File: src/hdl/udkl_pkg.sv
package udkl_pkg;

    localparam int unsigned InWidth    = 8;
    localparam int unsigned OutWidth   = 16;
    localparam int unsigned CfgIdxW    = 3;
    localparam int unsigned CfgDataW   = 16;
    localparam int unsigned LevelW     = 6;

    localparam logic [LevelW-1:0] LevelMax  = 6'd63;
    localparam logic [7:0]        StableMax = 8'd255;

    // register indexes on the configuration port
    localparam logic [CfgIdxW-1:0] RegDebounce = 3'd0;
    localparam logic [CfgIdxW-1:0] RegHeldSat  = 3'd1;
    localparam logic [CfgIdxW-1:0] RegStuck    = 3'd2;
    localparam logic [CfgIdxW-1:0] RegShort    = 3'd3;
    localparam logic [CfgIdxW-1:0] RegRepeat   = 3'd4;

    localparam logic [7:0]  DebounceReset = 8'd3;
    localparam logic [15:0] HeldSatReset  = 16'd3000;
    localparam logic [15:0] StuckReset    = 16'd3000;
    localparam logic [7:0]  ShortReset    = 8'd50;
    localparam logic [7:0]  RepeatReset   = 8'd20;

    // error codes
    localparam logic [1:0] ErrNone  = 2'd0;
    localparam logic [1:0] ErrPlus  = 2'd1;
    localparam logic [1:0] ErrMinus = 2'd2;
    localparam logic [1:0] ErrBoth  = 2'd3;

    localparam int unsigned KeyPlus  = 0;
    localparam int unsigned KeyMinus = 1;

    typedef struct packed {
        logic [7:0]  stable_time;
        logic        last_raw;
        logic        debounced;
        logic [15:0] held_time;
    } t_key;

    typedef struct packed {
        logic [7:0] press_time;
        logic       short_flag;
        logic       long_flag;
    } t_press;

    function automatic logic [LevelW-1:0] level_up(input logic [LevelW-1:0] lvl);
        level_up = (lvl == LevelMax) ? '0 : lvl + 1'b1;
    endfunction

    function automatic logic [LevelW-1:0] level_down(input logic [LevelW-1:0] lvl);
        level_down = (lvl == '0) ? LevelMax : lvl - 1'b1;
    endfunction

endpackage

File: src/hdl/udkl_key_filter.sv
module udkl_key_filter (
    input  logic               i_raw,
    input  udkl_pkg::t_key     i_state,
    input  logic [7:0]         i_debounce_ticks,
    input  logic [15:0]        i_held_sat,
    output udkl_pkg::t_key     o_state
);

    logic        act;
    logic [16:0] held_inc;

    always_comb begin
        act      = ~i_raw;
        o_state  = i_state;
        held_inc = '0;
        // release clears at once
        if (!act) begin
            o_state.debounced = 1'b0;
            o_state.last_raw  = 1'b0;
            o_state.held_time = '0;
        end
        if (o_state.stable_time != udkl_pkg::StableMax) begin
            o_state.stable_time = o_state.stable_time + 1'b1;
        end
        if (o_state.last_raw != act) begin
            o_state.stable_time = '0;
        end
        o_state.last_raw = act;
        if (o_state.stable_time >= i_debounce_ticks) begin
            held_inc          = {1'b0, o_state.held_time} + 17'd1;
            o_state.debounced = o_state.last_raw;
            // saturate and force release
            if (held_inc >= {1'b0, i_held_sat}) begin
                held_inc          = {1'b0, i_held_sat};
                o_state.debounced = 1'b0;
                o_state.last_raw  = 1'b0;
            end
            o_state.held_time = held_inc[15:0];
        end
    end

endmodule

File: src/hdl/udkl_press_ctrl.sv
module udkl_press_ctrl (
    input  udkl_pkg::t_key                         i_key_plus,
    input  udkl_pkg::t_key                         i_key_minus,
    input  logic                                   i_enable,
    input  logic                                   i_power_off,
    input  logic [15:0]                            i_stuck_limit,
    input  logic [7:0]                             i_short_ticks,
    input  logic [7:0]                             i_repeat_ticks,
    input  udkl_pkg::t_press [1:0]                 i_press,
    input  logic [7:0]                             i_repeat,
    input  logic [udkl_pkg::LevelW-1:0]            i_level,
    input  logic                                   i_sync,
    output udkl_pkg::t_press [1:0]                 o_press,
    output logic [7:0]                             o_repeat,
    output logic [udkl_pkg::LevelW-1:0]            o_level,
    output logic                                   o_sync,
    output logic [1:0]                             o_error
);

    logic       plus_stuck;
    logic       minus_stuck;
    logic       sel;
    logic [8:0] press_inc;

    always_comb begin
        o_press     = i_press;
        o_repeat    = i_repeat;
        o_level     = i_level;
        o_sync      = i_sync;
        o_error     = udkl_pkg::ErrNone;
        sel         = 1'b0;
        press_inc   = '0;
        plus_stuck  = i_key_plus.held_time >= i_stuck_limit;
        minus_stuck = i_key_minus.held_time >= i_stuck_limit;

        if (plus_stuck && minus_stuck) begin
            o_press = '0;
            o_error = udkl_pkg::ErrBoth;
        end else if (plus_stuck) begin
            o_press[udkl_pkg::KeyPlus] = '0;
            o_error = udkl_pkg::ErrPlus;
        end else if (minus_stuck) begin
            o_press[udkl_pkg::KeyMinus] = '0;
            o_error = udkl_pkg::ErrMinus;
        end else begin
            if (i_key_plus.debounced && i_key_minus.debounced) begin
                o_press  = '0;
                o_repeat = '0;
            end else if (i_enable && (i_key_plus.debounced || i_key_minus.debounced)) begin
                // select the pressed key; both keys pressed is handled above
                sel       = !i_key_plus.debounced;
                press_inc = {1'b0, o_press[sel].press_time} + 9'd1;
                if (press_inc >= {1'b0, i_short_ticks}) begin
                    o_press[sel].press_time = i_short_ticks;
                    o_press[sel].long_flag  = 1'b1;
                    o_press[sel].short_flag = 1'b0;
                    o_repeat                = o_repeat + 1'b1;
                end else begin
                    o_press[sel].press_time = press_inc[7:0];
                    o_press[sel].short_flag = 1'b1;
                    o_press[sel].long_flag  = 1'b0;
                end
            end else begin
                o_press[udkl_pkg::KeyPlus].press_time  = '0;
                o_press[udkl_pkg::KeyMinus].press_time = '0;
                o_press[udkl_pkg::KeyPlus].long_flag   = 1'b0;
                o_press[udkl_pkg::KeyMinus].long_flag  = 1'b0;
                o_repeat = '0;
                // short press steps on release
                if (o_press[udkl_pkg::KeyPlus].short_flag) begin
                    o_press[udkl_pkg::KeyPlus].short_flag = 1'b0;
                    o_sync  = 1'b1;
                    o_level = udkl_pkg::level_up(o_level);
                end
                if (o_press[udkl_pkg::KeyMinus].short_flag) begin
                    o_press[udkl_pkg::KeyMinus].short_flag = 1'b0;
                    o_sync  = 1'b1;
                    o_level = udkl_pkg::level_down(o_level);
                end
            end
            if (o_repeat >= i_repeat_ticks && o_press[udkl_pkg::KeyPlus].long_flag) begin
                o_repeat = '0;
                o_sync   = 1'b1;
                o_level  = udkl_pkg::level_up(o_level);
            end
            if (o_repeat >= i_repeat_ticks && o_press[udkl_pkg::KeyMinus].long_flag) begin
                o_repeat = '0;
                o_sync   = 1'b1;
                o_level  = udkl_pkg::level_down(o_level);
            end
        end

        if (i_power_off) begin
            o_sync  = 1'b0;
            o_level = '0;
        end
    end

endmodule

File: src/hdl/udkl_out_skid.sv
module udkl_out_skid (
    input  logic                              i_clk,
    input  logic                              i_rst_n,
    input  logic                              i_valid,
    input  logic [udkl_pkg::OutWidth-1:0]     i_data,
    output logic                              o_ready,
    output logic                              m_axis_tvalid,
    input  logic                              m_axis_tready,
    output logic [udkl_pkg::OutWidth-1:0]     m_axis_tdata
);

    logic                          r_out_valid;
    logic [udkl_pkg::OutWidth-1:0] r_out_data;
    logic                          r_skid_valid;
    logic [udkl_pkg::OutWidth-1:0] r_skid_data;
    logic                          load_out;

    assign load_out      = !r_out_valid || m_axis_tready;
    assign o_ready       = !r_skid_valid;
    assign m_axis_tvalid = r_out_valid;
    assign m_axis_tdata  = r_out_data;

    always_ff @(posedge i_clk) begin
        if (!i_rst_n) begin
            r_out_valid  <= 1'b0;
            r_skid_valid <= 1'b0;
        end else if (load_out) begin
            if (r_skid_valid) begin
                // drain skid first; no new transfer while it is full
                r_out_valid  <= 1'b1;
                r_skid_valid <= 1'b0;
            end else begin
                r_out_valid <= i_valid;
            end
        end else if (i_valid) begin
            r_skid_valid <= 1'b1;
        end
    end

    always_ff @(posedge i_clk) begin
        if (load_out) begin
            if (r_skid_valid) begin
                r_out_data <= r_skid_data;
            end else if (i_valid) begin
                r_out_data <= i_data;
            end
        end else if (i_valid) begin
            r_skid_data <= i_data;
        end
    end

endmodule

File: src/hdl/updown_key_level_with_autorepeat.sv
// Up/down key level stepper with debounce, stuck detection and auto-repeat.
// Input stream: one transfer per timer tick. s_axis_tdata carries the raw
// active-low plus and minus key levels and the enable and power-off flags.
// Output stream: one result transfer per input transfer, in order, holding the
// stepped 6-bit level, stuck-key error code, sync flag and debounced key states.
// Configuration: write channel (i_cfg_valid/o_cfg_ready, register index and
// data); o_cfg_ready is always high. Write only while the block is idle.
// Output: each result is registered in the output buffer before it shows on m_axis.
// Throughput: one item per cycle while s_axis_tready is high; all key and level
// state updates in one combinational pass from input handshake to output reg.
// Stall: a two-entry output register/skid pair keeps s_axis_tready high while
// one result waits; s_axis_tready drops only when both entries are full.
// Reset (synchronous, active low): all key, press and level state clears,
// configuration returns to its defaults and the output buffer empties.
module updown_key_level_with_autorepeat (
    input  logic                              i_clk,
    input  logic                              i_rst_n,
    // tdata: [0] raw_plus, [1] raw_minus, [2] enable, [3] power_off, [7:4] zero
    input  logic                              s_axis_tvalid,
    output logic                              s_axis_tready,
    input  logic [udkl_pkg::InWidth-1:0]      s_axis_tdata,
    // tdata: [5:0] level, [7:6] error_code, [8] sync_flag, [9] plus_pressed,
    //        [10] minus_pressed, [15:11] zero
    output logic                              m_axis_tvalid,
    input  logic                              m_axis_tready,
    output logic [udkl_pkg::OutWidth-1:0]     m_axis_tdata,
    input  logic                              i_cfg_valid,
    output logic                              o_cfg_ready,
    input  logic [udkl_pkg::CfgIdxW-1:0]      i_cfg_index,
    input  logic [udkl_pkg::CfgDataW-1:0]     i_cfg_data
);

    logic [7:0]  r_debounce_ticks;
    logic [15:0] r_held_sat;
    logic [15:0] r_stuck_limit;
    logic [7:0]  r_short_ticks;
    logic [7:0]  r_repeat_ticks;

    udkl_pkg::t_key                  r_key_plus;
    udkl_pkg::t_key                  r_key_minus;
    udkl_pkg::t_press [1:0]          r_press;
    logic [7:0]                      r_repeat;
    logic [udkl_pkg::LevelW-1:0]     r_level;
    logic                            r_sync;

    udkl_pkg::t_key                  n_key_plus;
    udkl_pkg::t_key                  n_key_minus;
    udkl_pkg::t_press [1:0]          n_press;
    logic [7:0]                      n_repeat;
    logic [udkl_pkg::LevelW-1:0]     n_level;
    logic                            n_sync;
    logic [1:0]                      error_code;

    logic                            in_xfer;
    logic [udkl_pkg::OutWidth-1:0]   result;

    assign o_cfg_ready = 1'b1;
    assign in_xfer     = s_axis_tvalid && s_axis_tready;

    always_ff @(posedge i_clk) begin
        if (!i_rst_n) begin
            r_debounce_ticks <= udkl_pkg::DebounceReset;
            r_held_sat       <= udkl_pkg::HeldSatReset;
            r_stuck_limit    <= udkl_pkg::StuckReset;
            r_short_ticks    <= udkl_pkg::ShortReset;
            r_repeat_ticks   <= udkl_pkg::RepeatReset;
        end else if (i_cfg_valid) begin
            case (i_cfg_index)
                udkl_pkg::RegDebounce: r_debounce_ticks <= i_cfg_data[7:0];
                udkl_pkg::RegHeldSat:  r_held_sat       <= i_cfg_data;
                udkl_pkg::RegStuck:    r_stuck_limit    <= i_cfg_data;
                udkl_pkg::RegShort:    r_short_ticks    <= i_cfg_data[7:0];
                udkl_pkg::RegRepeat:   r_repeat_ticks   <= i_cfg_data[7:0];
                default: ;
            endcase
        end
    end

    udkl_key_filter u_filter_plus (
        .i_raw            (s_axis_tdata[0]),
        .i_state          (r_key_plus),
        .i_debounce_ticks (r_debounce_ticks),
        .i_held_sat       (r_held_sat),
        .o_state          (n_key_plus)
    );

    udkl_key_filter u_filter_minus (
        .i_raw            (s_axis_tdata[1]),
        .i_state          (r_key_minus),
        .i_debounce_ticks (r_debounce_ticks),
        .i_held_sat       (r_held_sat),
        .o_state          (n_key_minus)
    );

    udkl_press_ctrl u_press_ctrl (
        .i_key_plus     (n_key_plus),
        .i_key_minus    (n_key_minus),
        .i_enable       (s_axis_tdata[2]),
        .i_power_off    (s_axis_tdata[3]),
        .i_stuck_limit  (r_stuck_limit),
        .i_short_ticks  (r_short_ticks),
        .i_repeat_ticks (r_repeat_ticks),
        .i_press        (r_press),
        .i_repeat       (r_repeat),
        .i_level        (r_level),
        .i_sync         (r_sync),
        .o_press        (n_press),
        .o_repeat       (n_repeat),
        .o_level        (n_level),
        .o_sync         (n_sync),
        .o_error        (error_code)
    );

    // advance state on every input transfer
    always_ff @(posedge i_clk) begin
        if (!i_rst_n) begin
            r_key_plus  <= '0;
            r_key_minus <= '0;
            r_press     <= '0;
            r_repeat    <= '0;
            r_level     <= '0;
            r_sync      <= 1'b0;
        end else if (in_xfer) begin
            r_key_plus  <= n_key_plus;
            r_key_minus <= n_key_minus;
            r_press     <= n_press;
            r_repeat    <= n_repeat;
            r_level     <= n_level;
            r_sync      <= n_sync;
        end
    end

    assign result = {5'b0, n_key_minus.debounced, n_key_plus.debounced, n_sync,
                     error_code, n_level};

    udkl_out_skid u_out_skid (
        .i_clk         (i_clk),
        .i_rst_n       (i_rst_n),
        .i_valid       (in_xfer),
        .i_data        (result),
        .o_ready       (s_axis_tready),
        .m_axis_tvalid (m_axis_tvalid),
        .m_axis_tready (m_axis_tready),
        .m_axis_tdata  (m_axis_tdata)
    );

endmodule
File: config.mk
export PLATFORM = sky130hd
export DESIGN_NAME = updown_key_level_with_autorepeat
export DESIGN_NICKNAME = d
export VERILOG_FILES = /design/src/hdl/udkl_pkg.sv /design/src/hdl/udkl_key_filter.sv /design/src/hdl/udkl_press_ctrl.sv /design/src/hdl/udkl_out_skid.sv /design/src/hdl/updown_key_level_with_autorepeat.sv
export SDC_FILE = /design/constraint.sdc
export NUM_CORES = 1
export LEC_CHECK = 0
export BUFFER_PORTS_ARGS = -buffer_cell sky130_fd_sc_hd__buf_2
export CAP_MARGIN = 10
export CORE_MARGIN = 3
export CORE_UTILIZATION = 45
export CTS_BUF_LIST = sky130_fd_sc_hd__clkbuf_2 sky130_fd_sc_hd__clkbuf_4 sky130_fd_sc_hd__clkbuf_8
export DETAILED_ROUTE_END_ITERATION = 8
export PLACE_DENSITY_LB_ADDON = 0.08
export SLEW_MARGIN = 30
export SYNTH_ARGS = -nofsm -noshare
export SYNTH_HDL_FRONTEND = slang
export SYNTH_SLANG_ARGS = --single-unit
export TNS_END_PERCENT = 20
File: constraint.sdc
create_clock -name i_clk -period 11.5 [get_ports i_clk]
set_input_delay 0 -clock i_clk [delete_from_list [all_inputs] [get_ports i_clk]]
set_output_delay 0 -clock i_clk [all_outputs]
set_load 0.1 [all_outputs]
After elaboration in Yosys (flattened, before gate mapping)
Index checks and enable logic that the tools add are counted.
{ "totals": {"register_bits": 167, "word_cells": 182, "inputBits": 32} }
{ "classes": {"n_mux": 89, "magnitude_cmp": 11, "add_sub_neg": 10, "n_reduce_logical": 27, "n_eq_ne": 12, "n_bitwise": 7} }
{ "op_table": {"columns": ["op", "count"], "rows": [
  ["$mux W6", 25],
  ["$mux W20", 7],
  ["$bwmux W20", 6],
  ["$mux W8", 15],
  ["$mux W18", 4],
  ["$mux W10", 7],
  ["$add A16 B1 Y17 const B", 2],
  ["$ge A17 B16 Y1", 2],
  ["$ge A16 B16 Y1", 2],
  ["$ge A8 B8 Y1", 4],
  ["$mux W16", 2],
  ["$demux W10 S1", 3],
  ["$add A8 B1 Y8 const B", 3],
  ["$mux W11", 2],
  ["$reduce_and A2 Y1", 9],
  ["$ne A8 B8 Y1 const B", 2],
  ["$add A6 B1 Y6 const B", 2],
  ["$eq A6 B6 Y1 const B", 2],
  ["$logic_not A6 Y1", 2],
  ["$mux W1", 12],
  ["$mux W2", 6],
  ["$sub A6 B1 Y6 const B", 2],
  ["$add A8 B1 Y9 const B", 1],
  ["$ge A9 B8 Y1", 1],
  ["other kinds (16)", 33]
]} }

Logic depth before layout (Yosys ltp)
{ "logic_depth": {"depth_word": 35, "mapped_depth": 60, "ltp_nobuf": 54} }

Modules after synthesis
From an unflattened synthesis, not the netlist that was laid out.
{ "hier_totals": {"hier_cells": 1721, "area_unflattened_um2": 14375.0} }
{ "modules_own_cells": {"columns": ["module", "n_inst", "seq_area_each_um2", "cells_each", "area_each_um2"], "rows": [
  ["updown_key_level_with_autorepeat", 1, 2862.7, 612, 5947.0],
  ["udkl_press_ctrl", 1, 0.0, 505, 3549.7],
  ["udkl_key_filter (u_filter_minus)", 1, 0.0, 268, 1823.0],
  ["udkl_key_filter (u_filter_plus)", 1, 0.0, 277, 1771.7],
  ["udkl_out_skid", 1, 1001.0, 59, 1283.7]
]} }

Worst setup path before layout
Ideal clock, no wire load.
{ "synth_path": {"kind": "register to register", "startpoint": "register r_key_plus[3] in the netlist's numbering", "endpoint": "register u_out_skid.r_out_data, in the netlist u_out_skid.m_axis_tdata[8], data pin", "setup_time_ps": 269, "n_path_buf": 4, "period_less_slack_ps": 9782, "setup_slack_ps": 1718, "t_arrival_ps": 9513, "required_ps": 11231, "path_stages_with_launch": 54, "cell_sequence": "dfxtp_1 and3_1 nand3_1 nor3b_1 and2_0 nand3_1 or3_1 a21oi_1 ha_1 nand3_1 nor3_1 nor4_1 nand4_2 o31a_1 buf_2 clkbuf_1 o21ai_0 ha_1 [... 18 more ...] a21oi_1 nor2_1 o221ai_1 a21oi_2 buf_2 nor3_1 ha_1 a21o_1 a21oi_1 o21ai_0 a21oi_1 nor2b_1 o21ai_0 a21oi_2 nor2_1 o21ai_0 a21oi_1 o31ai_1"} }
{ "synth_between": {"elab_chain_cells": 32} }
{ "synth_rtl": {"columns": ["element", "line", "rtl"], "rows": [
  ["start, declared", "updown_key_level_with_autorepeat.sv:39", "udkl_pkg::t_key r_key_plus;"],
  ["start signal, assigned", "updown_key_level_with_autorepeat.sv:124", "r_key_plus <= n_key_plus;"],
  ["$mux W18 *", "udkl_key_filter.sv:17", "if (!act) begin"],
  ["$add A16 B1 Y17", "udkl_key_filter.sv:30", "held_inc = {1'b0, o_state.held_time} + 17'd1;"],
  ["$ge A17 B16 Y1", "udkl_key_filter.sv:33", "if (held_inc >= {1'b0, i_held_sat}) begin"],
  ["$mux W2", "udkl_key_filter.sv:33", null],
  ["$mux W18 *", "udkl_key_filter.sv:29", "if (o_state.stable_time >= i_debounce_ticks) begin"],
  ["parallel branches: the longest is 23 deep, another holds $add A8 B1 Y9", null, null],
  ["$mux W1 *", "udkl_press_ctrl.sv:36", "if (plus_stuck && minus_stuck) begin"],
  ["$mux W1 *", "udkl_press_ctrl.sv:93", "if (i_power_off) begin"],
  ["$mux W11 *", "udkl_out_skid.sv:44", "end else if (i_valid) begin"],
  ["$mux W11 *", "udkl_out_skid.sv:42", "if (r_skid_valid) begin"],
  ["end signal, assigned", "udkl_out_skid.sv:43", "r_out_data <= r_skid_data;"],
  ["end signal, assigned", "udkl_out_skid.sv:45", "r_out_data <= i_data;"],
  ["end, declared", "udkl_out_skid.sv:13", "logic [udkl_pkg::OutWidth-1:0] r_out_data;"]
]} }
Mark *: on every way between the ends. The select of a mux whose other input is x is not followed.
A chain may end at the register's enable or synchronous reset.

Worst setup path after layout
{ "layout_path": {"startpoint": "register r_key_plus[3] in the netlist's numbering", "endpoint": "register u_out_skid.r_out_data, in the netlist u_out_skid.m_axis_tdata[4], data pin"} }
{ "layout_between": {"elab_chain_cells": 32} }
{ "layout_rtl": {"columns": ["element", "line"], "rows": [
  ["$mux W18 *", "udkl_key_filter.sv:17"],
  ["$add A16 B1 Y17", "udkl_key_filter.sv:30"],
  ["$ge A17 B16 Y1", "udkl_key_filter.sv:33"],
  ["$mux W2", "udkl_key_filter.sv:33"],
  ["$mux W18 *", "udkl_key_filter.sv:29"],
  ["parallel branches: the longest is 23 deep, another holds $add A8 B1 Y9", null],
  ["$mux W6 *", "udkl_press_ctrl.sv:36"],
  ["$mux W6 *", "udkl_press_ctrl.sv:93"],
  ["$mux W11 *", "udkl_out_skid.sv:44"],
  ["$mux W11 *", "udkl_out_skid.sv:42"]
]} }
Marked as above.

==> results.rst <==
.. list-table::
   :header-rows: 1

   * - Metric
     - Value
   * - CTS max path bufs
     - 2
   * - GRT overflow
     - 0
   * - Detailed-placement wirelength estimate
     - between 20000 and 30000 um
   * - Detailed Route WL
     - 34990 um
   * - Sw frac
     - between 30% and 40%
   * - Adder-cell area share of the yosys netlist
     - between 10 and 15%
   * - IO Pins
     - ~50
   * - Worst clock skew on the final layout
     - roughly 0.02 ns
   * - Max frequency
     - 95.64 MHz
   * - Portion of netlist area occupied by mux cells
     - around 4.1%
   * - Post-route standard cell area excluding fillers
     - 13540 um2
   * - Setup crit end kind
     - flop
   * - Final cell utilization of the core
     - between 40% and 50%
   * - DRC violation total after the first TritonRoute iteration
     - between 600 and 700
   * - Synthesis-to-finish area growth
     - 8.624%
   * - Logic pwr share
     - 17.6%
   * - Avg Inst Size Synth
     - roughly 7.9 um2
   * - DR pass1 iterations
     - 5
   * - Post-synthesis compound-gate area fraction
     - 21.57%
   * - Setup_tns
     - 0 ns
   * - Die Outline Area
     - between 20000 and 30000 um2
   * - Proportion of power drawn by the clock network
     - between 30 and 40%
   * - Post-route ant nets
     - 0
   * - Final hold viol count
     - 0
   * - Starting Density
     - between 40% and 50%
   * - Layout cell share with drive strength beyond 1
     - under 10%
   * - Antenna violations before repair
     - 0
   * - Crit path max fanout
     - 9
   * - Worst-skew pair later-pin latency
     - between 0.4 and 0.5 ns
   * - Total number of nets in the final design
     - approximately 1700
   * - Number of buffer cells added on primary ports
     - 40
   * - Slowest cell delay on critical path
     - a little over 0.4 ns
   * - Switching component of the power
     - between 400 and 500 uW
   * - Core outline area
     - about 27000 um2
   * - Highest-count cells in the layout ignoring fill and taps
     - sky130_fd_sc_hd__nand2_1, sky130_fd_sc_hd__dfxtp_1, sky130_fd_sc_hd__nor2_1, sky130_fd_sc_hd__ha_1, sky130_fd_sc_hd__a21boi_0
   * - Max cap viols
     - 0
   * - Post-route minimum period
     - between 10 and 15 ns
   * - CTS Root Cell
     - sky130_fd_sc_hd__clkbuf_8
   * - Placed cell count
     - a little under 2000
   * - Unique cell type count in the Yosys netlist
     - 90
   * - Post-route fraction of the period consumed by the critical path
     - 90.92%
   * - Worst endpoint required time
     - between 10 and 15 ns
   * - Status
     - complete, no violations
   * - Number of global-route vias before repair
     - approximately 11000
   * - Die outline height
     - between 150 and 200 um
   * - Final GP Congestion
     - about 0.85
   * - Leading register cell type out of synthesis
     - sky130_fd_sc_hd__dfxtp_1
   * - Dominant combinational cell family by area after synthesis
     - simple AND/OR/NAND/NOR gates
   * - Fin. max-slew vios
     - 0
   * - Number of enable-type register cells in the synthesized netlist
     - 22
   * - DR vias/cell
     - ~5.6
   * - Tightest hold margin
     - between 0.04 and 0.05 ns
   * - Endpoint arrival time on the critical path
     - 10.64 ns
   * - Worst slew margin relative to its limit
     - between 30% and 40%
   * - Slowest library cell on the worst path
     - sky130_fd_sc_hd__dfxtp_1
   * - DP Area
     - 12940 um2
   * - Via count
     - 11090
   * - Post-synthesis instance total
     - ~1600
   * - Global-route wire length before repair
     - between 50000 and 60000 um
   * - Sequential share of power
     - 49.7%
   * - Async set-or-reset flop fraction in the synthesized netlist
     - 0%
   * - P_leak
     - 0.005329 uW
   * - Post-synthesis sequential element count
     - 167
   * - Number of failing setup endpoints in the final timing report
     - 0
   * - Setup repair after global routing missed its margin
     - no
   * - Leading cell type in the layout, fill and taps excluded
     - sky130_fd_sc_hd__nand2_1
   * - Global router's overall resource usage
     - between 20% and 30%
   * - TritonCTS clock tree
     - done
   * - Startpoint Class
     - flop
   * - Category of the most critical setup path
     - reg2reg
   * - VDD IR-drop max
     - between 0.00007 and 0.00008 V
   * - Post-Synth XOR/XNOR Area
     - around 4.3%
   * - Internal power component
     - 841.2 uW
   * - Routed length per placed instance
     - about 18 um
   * - Portion of the post-synthesis area used by sequential elements
     - between 20% and 30%
   * - Floorplan die width
     - roughly 170 um
   * - Number of cell rows
     - 60
   * - Post-route insts no fill
     - between 1500 and 2000
   * - Hold Crit Class
     - in2reg
   * - CTS H-Tree Depth
     - 4
   * - Clock-pin slew on the worst setup and hold paths
     - ~0.1 ns
   * - Post-detailed-route DRC marker count
     - 0
   * - Largest net degree at the start of global routing
     - 80
   * - Post-Synth Simple-Gate Area
     - between 20% and 30%
   * - Count of inserted antenna diode cells
     - 0
   * - CTS sink count
     - ~170
   * - Cts bufs inserted
     - 17
   * - Cell area after synthesis
     - between 10000 and 15000 um2
   * - Power density normalized to cell area
     - 92.06 nW/um2
   * - Synth warn
     - 0
   * - Slew @ Worst Pin
     - a little under 1 ns
[per-stage QoR]
stage | setup WS [ns] | total power [uW]
floorplan | 1.718 | 787.9
global placement | 1.018 | 845.2
detailed placement | 0.8344 | 846.5
CTS | 0.7370 | 1257
global route | 0.01442 | 1305
finish | 1.044 | 1246
[state kept, by name (all words and copies together) (netlist names), 8 cells and up]
name                     flops
u_out_skid.r_skid_data      11
r_key_minus                 26
r_repeat_ticks               8
r_short_ticks                8
r_press                     20
r_key_plus                  26
r_held_sat                  16
r_repeat                     8
r_debounce_ticks             8
u_out_skid.m_axis_tdata     11
r_stuck_limit               16
[power groups by stage]
stage                     clock network (uW)  logic, uW  registers (uW)
after floorplan                            0        137             651
final                                    407        220             620
after global placement                     0        212             633
after CTS                                418        219             620
after global routing                     440        242             622
after detailed placement                   0        213             633
[timing repair]
item | 4_1_cts | 5_1_grt
resized for setup | 0 | 3
hold endpoints to repair | 62 | 0
hold buffers | 20 | 0
setup buffers | 0 | 2
setup endpoints to repair | 0 | 14
[kinds of logic after synthesis]
family,Yosys count
multiplexers,48
buffers and inverters,170
AND/OR/NAND/NOR,634
adder cells (fa/ha/maj),114
XOR/XNOR,60
flip-flops,167
AO/OA/AOI/OAI,386
other,2
[synth_stat cells, types with 22 or more instances]
library cell | n | area [um2]
sky130_fd_sc_hd__nor2_1 | 121 | 454.2
sky130_fd_sc_hd__clkbuf_1 | 66 | 247.7
sky130_fd_sc_hd__nor3_1 | 32 | 160.2
sky130_fd_sc_hd__edfxtp_1 | 22 | 660.6
sky130_fd_sc_hd__a21boi_0 | 96 | 720.7
sky130_fd_sc_hd__xnor2_1 | 29 | 254.0
sky130_fd_sc_hd__a21oi_1 | 59 | 295.3
sky130_fd_sc_hd__xor2_1 | 30 | 262.8
sky130_fd_sc_hd__nand2b_1 | 24 | 150.1
sky130_fd_sc_hd__o211ai_1 | 31 | 232.7
sky130_fd_sc_hd__nor2b_1 | 28 | 175.2
sky130_fd_sc_hd__mux2i_1 | 36 | 360.4
sky130_fd_sc_hd__dfxtp_1 | 145 | 2903
sky130_fd_sc_hd__nand3_1 | 58 | 290.3
sky130_fd_sc_hd__ha_1 | 114 | 1426
sky130_fd_sc_hd__o21ai_0 | 75 | 375.4
sky130_fd_sc_hd__inv_1 | 76 | 285.3
sky130_fd_sc_hd__nand2_1 | 253 | 949.7
[final cells by class]
class / instances / area, um2
Timing Repair Buffer: 83 / 575.6
Fill cell: 2649 / 13560
Inverter: 80 / 302.8
Multi-Input combinational cell: 1248 / 8269
Clock buffer: 20 / 269.0
Sequential cell: 167 / 3563
Clock inverter: 12 / 91.34
Tap cell: 372 / 465.4
[critical path: cells and delay by family (launching register included)]
family                     cells  cell delay [ns]
DFF                            1             0.41
AOI/OAI and AO/OA             19             3.62
buffers and inverters          3             0.41
and+or+nand+nor               22             4.08
adders and majority gates      5             1.36
xor gates and xnor gates       2             0.28
[worst paths after layout]
check | startpoint | slack [ns] | endpoint | cells past startpoint
worst max-delay path | r_key_plus[3] | 1.04 | u_out_skid.m_axis_tdata[4] | 51
worst min-delay path | i_rst_n | 0.04 | r_stuck_limit[11] | 2
worst max register to register | r_key_plus[3] | 1.04 | u_out_skid.m_axis_tdata[4] | 51
worst min register to register | r_repeat_ticks[7] | 0.47 | r_repeat_ticks[7] | 2
[per-layer routing]
layer / part of all wire (%) / wire length, um / vias to the layer above / track usage, %
met4: 0.75 / 264 / 0 / 3.853
met5: 0 / 0 / - / 0
met3: 4.1 / 1424 / 18 / 3.155
li1: - / - / 5604 / -
met2: 48 / 16770 / 255 / 41.62
met1: 47 / 16540 / 5209 / 33.07
Note: power is estimated with default switching activity, not from simulation.
